`src/sv/adsr_pkg.sv`:
```
// Shared types, step tables and constants for the ADSR envelope generator.
package adsr_pkg;

   localparam int TICK_MS  = 20;
   localparam int AMAX     = 31 * 256;
   localparam int ASTEP    = AMAX * TICK_MS / 4;
   localparam int SUS_UNIT = AMAX / 16;

   localparam int LEVEL_W = 13;
   localparam int CODE_W  = 4;
   localparam int STEP_W  = $clog2(ASTEP / 2 + 1);
   localparam int SUM_W   = STEP_W + 1;

   typedef enum logic [1:0] {
      PH_RELEASE = 2'd0,
      PH_OFF     = 2'd1,
      PH_ATTACK  = 2'd2,
      PH_DECAY   = 2'd3
   } adsr_phase_type;

   typedef struct packed {
      logic              gate;
      logic [CODE_W-1:0] attack_code;
      logic [CODE_W-1:0] decay_code;
      logic [CODE_W-1:0] sustain_code;
      logic [CODE_W-1:0] release_code;
   } adsr_req_type;

   typedef struct packed {
      logic [LEVEL_W-1:0] level;
      logic [1:0]         phase_now;
   } adsr_rsp_type;

   typedef struct packed {
      adsr_phase_type     phase;
      logic [LEVEL_W-1:0] level;
   } adsr_state_type;

   localparam logic [STEP_W-1:0] ATK_TAB [16] = '{
      STEP_W'(ASTEP / 2),    STEP_W'(ASTEP / 8),    STEP_W'(ASTEP / 16),
      STEP_W'(ASTEP / 24),   STEP_W'(ASTEP / 38),   STEP_W'(ASTEP / 56),
      STEP_W'(ASTEP / 68),   STEP_W'(ASTEP / 80),   STEP_W'(ASTEP / 100),
      STEP_W'(ASTEP / 250),  STEP_W'(ASTEP / 500),  STEP_W'(ASTEP / 800),
      STEP_W'(ASTEP / 1000), STEP_W'(ASTEP / 3000), STEP_W'(ASTEP / 5000),
      STEP_W'(ASTEP / 8000)
   };

   localparam logic [STEP_W-1:0] DEC_TAB [16] = '{
      STEP_W'(ASTEP / 6),     STEP_W'(ASTEP / 24),    STEP_W'(ASTEP / 48),
      STEP_W'(ASTEP / 72),    STEP_W'(ASTEP / 114),   STEP_W'(ASTEP / 168),
      STEP_W'(ASTEP / 204),   STEP_W'(ASTEP / 240),   STEP_W'(ASTEP / 300),
      STEP_W'(ASTEP / 750),   STEP_W'(ASTEP / 1500),  STEP_W'(ASTEP / 2400),
      STEP_W'(ASTEP / 3000),  STEP_W'(ASTEP / 9000),  STEP_W'(ASTEP / 15000),
      STEP_W'(ASTEP / 24000)
   };

endpackage

```
`src/sv/adsr_envelope_generator.sv`:
```
// ADSR envelope generator top level: input register, envelope state, result register.
// A request is held in the input register and its result is registered in the result register.
// Throughput: one tick per cycle unless stalled; state updates as a tick leaves the input register.
// Both stages hold under backpressure, and a new request is taken while a result waits.
// Reset: synchronous, active high; phase off, level 0, both stages empty.
module adsr_envelope_generator (
   input  logic                   clock,
   input  logic                   reset,
   input  logic                   req_valid,
   output logic                   req_ready,
   input  adsr_pkg::adsr_req_type req_data,
   output logic                   rsp_valid,
   input  logic                   rsp_ready,
   output adsr_pkg::adsr_rsp_type rsp_data
);
   import adsr_pkg::*;

   adsr_req_type   req_ff;
   logic           req_valid_ff;
   adsr_state_type state_ff;
   adsr_state_type state_in;
   adsr_rsp_type   rsp_ff;
   logic           rsp_valid_ff;
   logic           advance;

   assign advance   = req_valid_ff && (!rsp_valid_ff || rsp_ready);
   assign req_ready = !req_valid_ff || advance;
   assign rsp_valid = rsp_valid_ff;
   assign rsp_data  = rsp_ff;

   adsr_step u_step (
      .req (req_ff),
      .cur (state_ff),
      .nxt (state_in)
   );

   always_ff @(posedge clock) begin
      if (reset) begin
         req_valid_ff   <= 1'b0;
         rsp_valid_ff   <= 1'b0;
         state_ff.phase <= PH_OFF;
         state_ff.level <= '0;
      end else begin
         if (req_ready) begin
            req_valid_ff <= req_valid;
         end
         if (advance) begin
            rsp_valid_ff <= 1'b1;
            state_ff     <= state_in;
         end else if (rsp_ready) begin
            rsp_valid_ff <= 1'b0;
         end
      end
   end

   always_ff @(posedge clock) begin
      if (req_ready && req_valid) begin
         req_ff <= req_data;
      end
      if (advance) begin
         rsp_ff.level     <= state_in.level;
         rsp_ff.phase_now <= 2'(state_in.phase);
      end
   end

endmodule

```
`src/sv/adsr_step.sv`:
```
// Next-state logic for one envelope tick: gate handling then one phase step.
module adsr_step (
   input  adsr_pkg::adsr_req_type   req,
   input  adsr_pkg::adsr_state_type cur,
   output adsr_pkg::adsr_state_type nxt
);
   import adsr_pkg::*;

   always_comb begin
      adsr_phase_type     ph;
      logic [LEVEL_W-1:0] lv;
      logic [STEP_W-1:0]  step;
      logic [LEVEL_W-1:0] sus;
      logic [SUM_W-1:0]   sum;
      logic [SUM_W-1:0]   lim;

      ph   = cur.phase;
      lv   = cur.level;
      step = '0;
      sus  = LEVEL_W'(int'(req.sustain_code) * SUS_UNIT);
      sum  = '0;
      lim  = '0;

      if (req.gate) begin
         if (ph == PH_RELEASE || ph == PH_OFF) begin
            ph = PH_ATTACK;
            lv = '0;
         end
      end else if (ph == PH_ATTACK || ph == PH_DECAY) begin
         ph = PH_RELEASE;
      end

      case (ph)
         PH_ATTACK: begin
            step = ATK_TAB[req.attack_code];
            sum  = SUM_W'(lv) + SUM_W'(step);
            if (sum >= SUM_W'(AMAX)) begin
               lv = LEVEL_W'(AMAX);
               ph = PH_DECAY;
            end else begin
               lv = sum[LEVEL_W-1:0];
            end
         end
         PH_DECAY: begin
            step = DEC_TAB[req.decay_code];
            lim  = SUM_W'(sus) + SUM_W'(step);
            if (SUM_W'(lv) > lim) begin
               lv = lv - step[LEVEL_W-1:0];
            end else if (lv > sus) begin
               lv = sus;
            end
         end
         PH_RELEASE: begin
            step = DEC_TAB[req.release_code];
            if (SUM_W'(lv) > SUM_W'(step)) begin
               lv = lv - step[LEVEL_W-1:0];
            end else begin
               lv = '0;
               ph = PH_OFF;
            end
         end
         default: begin
            lv = lv;
         end
      endcase

      nxt.phase = ph;
      nxt.level = lv;
   end

endmodule

```
`config.mk`:
```
export PLATFORM = sky130hd
export DESIGN_NAME = adsr_envelope_generator
export DESIGN_NICKNAME = d
export VERILOG_FILES = /design/src/sv/adsr_pkg.sv /design/src/sv/adsr_envelope_generator.sv /design/src/sv/adsr_step.sv
export SDC_FILE = /design/constraint.sdc
export NUM_CORES = 1
export LEC_CHECK = 0
export CORE_MARGIN = 2
export CORE_UTILIZATION = 55
export DETAILED_ROUTE_END_ITERATION = 10
export DONT_BUFFER_PORTS = 1
export PLACE_DENSITY_LB_ADDON = 0.3
export SYNTH_ARGS = -nofsm -noshare
export SYNTH_HDL_FRONTEND = slang
export SYNTH_SLANG_ARGS = --single-unit
```
`constraint.sdc`:
```
create_clock -name clock -period 8.5 [get_ports clock]
set_input_delay 1.7 -clock clock [delete_from_list [all_inputs] [get_ports clock]]
set_output_delay 1.7 -clock clock [all_outputs]
set_load 0.02 [all_outputs]
```
After elaboration in Yosys (flattened, before gate mapping)

Memories as Yosys holds them, arrays and structs flattened.
Index checks and enable logic that the tools add are counted.

Register bits after elaboration: 49
Bits in read-only memories: 720
Memories kept: 3

Memory list:

| name            | words | bits a word | rd ports | clocked after Yosys merged registers in | wr ports | RTL line        | RTL |
|---|---|---|---|---|---|---|---|
| (no name shown) | 16    | 15          | 1        | 0                                       | 0        | adsr_step.sv:45 | `step = DEC_TAB[req.decay_code];` |
| (no name shown) | 16    | 15          | 1        | 0                                       | 0        | adsr_step.sv:35 | `step = ATK_TAB[req.attack_code];` |
| (no name shown) | 16    | 15          | 1        | 0                                       | 0        | adsr_step.sv:54 | `step = DEC_TAB[req.release_code];` |

Add/sub/neg operators: 4
Multiply operators: 1
$lt $le $gt $ge: 7
Equal/unequal tests: 5
Muxes and demuxes: 21
Bitwise logic cells: 3
Reductions and logical operators: 11

Operators with widths:

| operator                                                             | count |
|---|---|
| two-way mux 15 bit                                                   | 6 |
| two-way mux 13 bit                                                   | 6 |
| case mux 13 bit (3 select lines)                                     | 1 |
| adder 13 x 15 -> 16 bit                                              | 2 |
| subtractor 13 bit                                                    | 2 |
| greater-or-equal comparator 16 x 13 -> 1 bit (second input constant) | 1 |
| greater-than comparator 13 x 16 -> 1 bit                             | 1 |
| greater-or-equal comparator 5 bit (second input constant)            | 3 |
| greater-than comparator 13 x 15 -> 1 bit                             | 1 |
| NOT 4 -> 5 bit                                                       | 3 |
| greater-than comparator 13 bit                                       | 1 |
| two-way mux 2 bit                                                    | 5 |
| multiplier 4 x 5 -> 9 bit (second input constant)                    | 1 |
| == test 2 bit (second input constant)                                | 4 |
| logical NOT 2 bit                                                    | 2 |
| logical OR 1 bit                                                     | 4 |
| case mux 2 bit (2 select lines)                                      | 1 |
| == test 2 x 1 -> 1 bit (second input constant)                       | 1 |
| logical AND 1 bit                                                    | 2 |
| logical NOT 1 bit                                                    | 2 |
| two-way mux 1 bit                                                    | 2 |
| nonzero test 2 bit                                                   | 1 |

Depth between registers and ports, before layout

Gate-level depths: netlist (run 1).

Depth in word-level cells: 8
Gate-level depth with buffers: 25

Cells and area by module

Synthesis (run 1) repeated with hierarchy kept, for this count alone.

Cells, all modules: 721
Area total of the unflattened synthesis: 6069.6 um2

By module, submodules not included:

| module                  | instances | cells each | area an instance (um2) | seq. area each (um2) |
|---|---|---|---|---|
| adsr_step               | 1         | 614        | 4345.4                 | 0.0 |
| adsr_envelope_generator | 1         | 107        | 1724.2                 | 1301.2 |

Worst setup path before layout (run 1)

No wires, ideal clock.

Path type: register to register
From: register req_ff[6] in the netlist's numbering
To: register rsp_ff, in the netlist rsp_data[10], data pin
Library setup time: 0.270 ns
Arrival time: 5.311 ns
Path slack: 2.919 ns
Stages on the path, launching flop included: 24
Path buffers: 1
Cell sequence: edfxtp_1 -> fa_1 -> fa_1 -> inv_1 -> fa_1 -> inv_1 -> ha_1 -> a21oi_1 -> nor2_1 -> o21a_1 -> o21ai_0 -> nand2b_1 -> a21oi_1 -> xor2_1 -> ha_1 -> nor2_1 -> a211o_1 -> a31oi_1 -> and3_1 -> buf_2 -> nand2_1 -> mux2i_1 -> a221oi_1 -> a21oi_1

RTL lines:

| what                     | RTL line                      | RTL |
|---|---|---|
| start: declaration       | adsr_envelope_generator.sv:18 | `adsr_req_type req_ff;` |
| start signal: assignment | adsr_envelope_generator.sv:58 | `req_ff <= req_data;` |
| end: declaration         | adsr_envelope_generator.sv:22 | `adsr_rsp_type rsp_ff;` |

==> flow_summary.json, run 1 <==
{
  "rsz0062_at_grt": "no",
  "first_global_vias": 5335,
  "worstMarginPinSlew_ns": 0.980,
  "track_usage_pct": 28.8,
  "place_ws_ns": 2.41,
  "syn2layout_area_growth_pct": 3.38,
  "pwr-share-clk_pct": 21.6,
  "vias_per_cell": 6.45,
  "rows": 38,
  "fin_ws_ns": 2.32,
  "timing_hold_violations_final": 0,
  "wl_per_cell_um": 19.2,
  "stdcell_count": 877,
  "postCtsHoldBufs": 0,
  "dr_total_vias": 5659,
  "wl_met1_um": 7230,
  "netSwitchingPower_mw": 0.412,
  "clk_pin_slew_worst_paths_ns": 0.07,
  "die_width_um": 110,
  "place_congestion": 0.954,
  "dp.final_hpwl_um": 13000,
  "synthDistinctLibCells": 71,
  "yosys-top-cells-count": "ha_1 (93), a21oi_1 (72), nor2_1 (72), nand2_1 (62), inv_1 (57)",
  "crit_fanout": 10,
  "synth_top_area_share_pct": 18.7,
  "firstDrtPassIters": 5,
  "cts_resized": 0,
  "syn_nets": 880,
  "worstPathArrival_ns": 6.19,
  "ys_top_cells_by_area": "ha_1 (19%), edfxtp_1 (15%), a21oi_1 (5.8%)",
  "finalCriticalPeriod_ns": 6.18,
  "die_h_um": 110,
  "clock_insertion_delay_worst_skew_ns": 0.30,
  "yosysTopAreaCell": "ha_1",
  "dieArea_um2": 12200,
  "end_kind": "register",
  "port_buffers": 0,
  "p_int_mw": 0.571,
  "power.density_nw_per_um2": 153,
  "drive_gt1_share_pct": 4.61,
  "drt-initial-drc-count": 630,
  "power_frac_seq_pct": 30.3,
  "gr-total-overflow": 0,
  "clockBufferDepth": 2,
  "cts_tree": "yes",
  "maxSlewViolCount": 0,
  "fmax_mhz": 162,
  "synth_cells": 756,
  "fin_worst_skew_ns": 0.00470,
  "drc_errors": 0,
  "avgSynthCellArea_um2": 8.22,
  "status": "finished clean",
  "yosys_warnings": 0,
  "synth-main-ff-cell": "edfxtp_1",
  "slew_headroom_pct": 33.0,
  "maxCapViolations": 0,
  "ys_ff_latch": 49,
  "grt_pass1_wl_um": 27000,
  "coreArea_um2": 10900,
  "combPwrFrac_pct": 48.1,
  "htree_levels": 2,
  "setup_viol": 0,
  "final_nets": 860,
  "io_pins": 38,
  "cts_made_buffers": 5,
  "syn-cell-area_um2": 6220,
  "synth_most_common_cell": "ha_1",
  "crit_required_ns": 8.51,
  "ant_nets": 0,
  "hold_path.class": "register to register",
  "yosysSeqAreaShare_pct": 20.9,
  "async_flop_share_pct": 0,
  "period_share_pct": 72.7,
  "critPathLaunchType": "register",
  "met3_wirelength_um": 1120,
  "start_util_pct": 56.9,
  "wl_met2_um": 7620,
  "antenna_found_initial": 0,
  "top_layer": "met4",
  "routed_wl_um": 16800,
  "synth-edff-count": 32,
  "fin_setup_tns_ns": 0,
  "cts_root_buf": "clkbuf_16",
  "grt_max_degree": 28,
  "cellLeakagePower_nw": 2.86,
  "crit_type": "register to register",
  "final_util_pct": 58.8,
  "cts_setup_buffers": 0,
  "peakVddDrop_mv": 0.0991,
  "antenna_cells": 0,
  "numClockSinks": 49,
  "dpl.cell_count": 869,
  "switching_share_pct": 41.9
}
[cells by family (layout without fill, tap and decap cells)]
kind of cell,after synthesis,after routing,share of synthesized area (%)
muxes,18,18,3.28
and+or+nand+nor,239,239,18.6
AOI/OAI and AO/OA,224,224,24.5
buffers and inverters,86,67,5.47
DFF,49,49,20.9
xor gates and xnor gates,37,37,5.21
adders and majority gates,103,103,21.9
[registers in the layout, summed over array words and instances, names as in the netlist]
| signal | count |
|---|---|
| req_ff | 17 |
| rsp_data | 15 |
| state_ff | 15 |
| rsp_valid | 1 |
| req_valid_ff | 1 |
[worst paths after layout]
kind	from	end	slack (ns)	depth (start not counted)
max	req_ff[6]	rsp_data[7]	2.32	22
min	state_ff[11]	state_ff[11]	0.51	2
max reg2reg	req_ff[6]	rsp_data[7]	2.32	22
min reg2reg	state_ff[11]	state_ff[11]	0.51	2
[critical path: stages (launching register included)]
cell	delay [ns]
edfxtp_1	0.49
fa_1	0.61
fa_1	0.58
inv_1	0.07
fa_1	0.56
inv_1	0.07
ha_1	0.34
a21oi_1	0.25
nor2_1	0.07
o21a_1	0.18
o21ai_0	0.21
nand2b_1	0.08
a21oi_1	0.17
xor2_1	0.09
ha_1	0.29
nor2_1	0.05
a211o_1	0.26
a31oi_1	0.18
and3_1	0.33
nand2_1	0.32
o211a_1	0.33
a31oi_1	0.23
a31oi_1	0.12
[routing by layer]
layer	up-vias	global-route usage, %
met3	60	4.35
li1	2726	-
met4	0	12.9
met1	2658	37.8
met5	-	0
met2	215	46.8
[cells in the final DEF, fill, tap and decap left out, types with 8 or more instances in the layout]
| cell type | n |
|---|---|
| xnor2_1 | 22 |
| inv_1 | 57 |
| dfxtp_1 | 17 |
| ha_1 | 93 |
| a311oi_1 | 8 |
| mux2i_1 | 11 |
| a211oi_1 | 12 |
| nand2b_1 | 21 |
| a31oi_1 | 15 |
| nand3_1 | 13 |
| nand2_1 | 62 |
| a21oi_1 | 72 |
| a21o_1 | 14 |
| and2_1 | 13 |
| nand4_1 | 8 |
| fa_1 | 10 |
| xor2_1 | 15 |
| o21ai_0 | 39 |
| nor2b_1 | 11 |
| edfxtp_1 | 32 |
| nor2_1 | 72 |
[power by group through the flow]
stage	logic (mW)	clock network [mW]	registers, mW
6_report	0.473	0.212	0.298
3_3_place_gp	0.447	0	0.302
3_5_place_dp	0.461	0	0.303
4_1_cts	0.464	0.214	0.297
2_1_floorplan	0.372	0	0.294
5_1_grt	0.524	0.221	0.301
[metrics by stage]
step,cell area (um2),hold slack (ns),total power [mW]
finish,6430,0.507,0.982
global route,6430,0.524,1.05
CTS,6430,0.507,0.975
detailed placement,6280,0.498,0.763
global placement,6280,0.490,0.749
floorplan,6220,0.485,0.666
[layout make-up]
type	count	area, um2
inverter	58	218
sequential	49	1300
multi-input combinational	621	4580
tap	140	175
clock buffer	5	125
fill	982	4510
clock inverter	3	25.0
timing repair buffer	1	7.51
Power figures use the tool's default switching activity.
==> inputs of run 2 (changes only) <==
- clock period: 8.5 -> 6.4 ns (I/O delays scaled with it)
==> run 2 against run 1 <==
Net effect:
- via count rose by 0.87%
- die area stayed put
- final cell count increased by 0.11%
- power is 34% higher
- clock skew grew 0.0055 ns
- critical path type unchanged
- critical endpoint is now rsp_data[10]
- largest power group unchanged
- highest routed layer unchanged
==> flow_summary.json, run 2 (synthesis gave the netlist of run 1 again) <==
{
  "status": "finished clean",
  "fin_worst_skew_ns": 0.0103,
  "rows": 38,
  "worstMarginPinSlew_ns": 0.956,
  "track_usage_pct": 28.6,
  "postCtsHoldBufs": 0,
  "gr-total-overflow": 0,
  "largest_reg_flops": 17,
  "cts_tree": "yes",
  "switching_share_pct": 42.2,
  "worstPathArrival_ns": 6.07,
  "multiInputGateArea_um2": 4580,
  "final_nets": 861,
  "cts_root_buf": "clkbuf_16",
  "antenna_cells": 0,
  "ant_nets": 0,
  "rsz0062_at_grt": "no",
  "max_flop_register": "req_ff",
  "dieArea_um2": 12200,
  "grt_max_degree": 28,
  "hold_slack_ns": 0.513,
  "most-common-layout-cells": "ha_1 (93), nor2_1 (72), a21oi_1 (72)",
  "fin_setup_tns_ns": 0,
  "finalCriticalPeriod_ns": 6.05,
  "hold_path.class": "register to register",
  "drive_gt1_share_pct": 5.01,
  "numClockSinks": 49,
  "first_global_vias": 5294,
  "slew_headroom_pct": 34.6,
  "n_fill_cell": 993,
  "combPwrFrac_pct": 48.1,
  "crit_required_ns": 6.42,
  "firstDrtPassIters": 5,
  "die_h_um": 110,
  "crit_fanout": 10,
  "cts_made_buffers": 5,
  "clock_insertion_delay_worst_skew_ns": 0.31,
  "setup_viol": 0,
  "netSwitchingPower_mw": 0.555,
  "routed_wl_um": 17000,
  "drc_errors": 0,
  "period_share_pct": 94.6,
  "htree_levels": 2,
  "cellLeakagePower_nw": 2.87,
  "syn2layout_area_growth_pct": 3.56,
  "clockBufferDepth": 2,
  "maxSlewViolCount": 0,
  "p_int_mw": 0.760,
  "final_common_cell": "ha_1",
  "vias_per_cell": 6.50,
  "end_kind": "register",
  "fmax_mhz": 165,
  "io_pins": 38,
  "start_util_pct": 56.9,
  "drt-initial-drc-count": 583,
  "critPathLaunchType": "register",
  "dp.final_hpwl_um": 13000,
  "power_frac_seq_pct": 30.0,
  "wl_per_cell_um": 19.3,
  "grt_pass1_wl_um": 26700,
  "timing_hold_violations_final": 0,
  "pwr-share-clk_pct": 21.8,
  "port_buffers": 0,
  "place_congestion": 0.954,
  "peakVddDrop_mv": 0.130,
  "antenna_found_initial": 0,
  "die_width_um": 110,
  "final-seq-area_um2": 1300,
  "clk_pin_slew_worst_paths_ns": 0.08,
  "power.density_nw_per_um2": 204,
  "crit_type": "register to register",
  "coreArea_um2": 10900,
  "maxCapViolations": 0,
  "dr_total_vias": 5708
}
## run 2: changes by cell type in the layout (fill, tap and decap cells not counted)
| cell | change |
|---|---|
| and3_1 | -1 |
| nand2_1 | -1 |
| and3_2 | +1 |
| nand2_2 | +1 |
| buf_4 | +1 |
## run 2: what timing repair did
action / in CTS / in global routing
endpoints found under the setup margin: 0 / 6
gates resized for setup: 0 / 2
buffers inserted: 0 / 1
## run 2: routing by layer
layer | wire (um) | GRT usage, % | up-vias
met2 | 7930 | 46.8 | 215
met4 | 609 | 11.4 | 0
met3 | 1320 | 5.23 | 49
met1 | 7110 | 37.1 | 2710
li1 | - | - | 2734
met5 | 0 | 0 | -
## run 2: final timing paths
path	cells past startpoint	to	startpoint	slack (ns)
setup / recovery	22	rsp_data[10]	req_ff[6]	0.35
hold / removal	2	state_ff[5]	state_ff[5]	0.51
hold reg to reg	2	state_ff[5]	state_ff[5]	0.51
setup reg to reg	22	rsp_data[10]	req_ff[6]	0.35
## run 2: worst max-delay path, stage by stage (launching register included)
cell and delay (ns):
edfxtp_1 0.50, fa_1 0.61, fa_1 0.58, inv_1 0.07, fa_1 0.56, inv_1 0.07, ha_1 0.33, a21oi_1 0.25
nor2_1 0.07, o21a_1 0.18, o21ai_0 0.22, nand2b_1 0.09, a21oi_1 0.19, xor2_1 0.09, ha_1 0.29, nor2_1 0.05
a211o_1 0.26, a31oi_1 0.17, and3_2 0.31, nand2_2 0.20, mux2i_1 0.19, a221oi_1 0.37, a21oi_1 0.12
## run 2: metrics by stage
step	area [um2]	util, %	total power, mW	worst slack [ns]	cells
floorplan	6220	-	0.884	0.819	756
global placement	6280	57.4	0.994	0.477	869
detailed placement	6280	57.4	1.01	0.263	869
CTS	6430	58.8	1.30	0.232	877
global route	6440	58.9	1.40	0.00122	878
finish	6440	58.9	1.31	0.347	878
## run 2: cell type report
| type | count | area share (%) |
|---|---|---|
| multi-input cells | 621 | 71.1 |
| flip-flops and latches | 49 | 20.2 |
| inverters | 58 | 3.38 |
| well taps | 140 | 2.72 |
| clock buffers | 5 | 1.94 |
| clock inverters | 3 | 0.389 |
| repair buffers | 2 | 0.233 |
## run 2: power by group through the flow
| stage | Combinational, mW | Sequential, mW | Clock (mW) |
|---|---|---|---|
| finish | 0.633 | 0.395 | 0.287 |
| global route | 0.700 | 0.399 | 0.298 |
| CTS | 0.617 | 0.395 | 0.285 |
| detailed placement | 0.613 | 0.402 | 0 |
| global placement | 0.594 | 0.401 | 0 |
| floorplan | 0.494 | 0.390 | 0 |
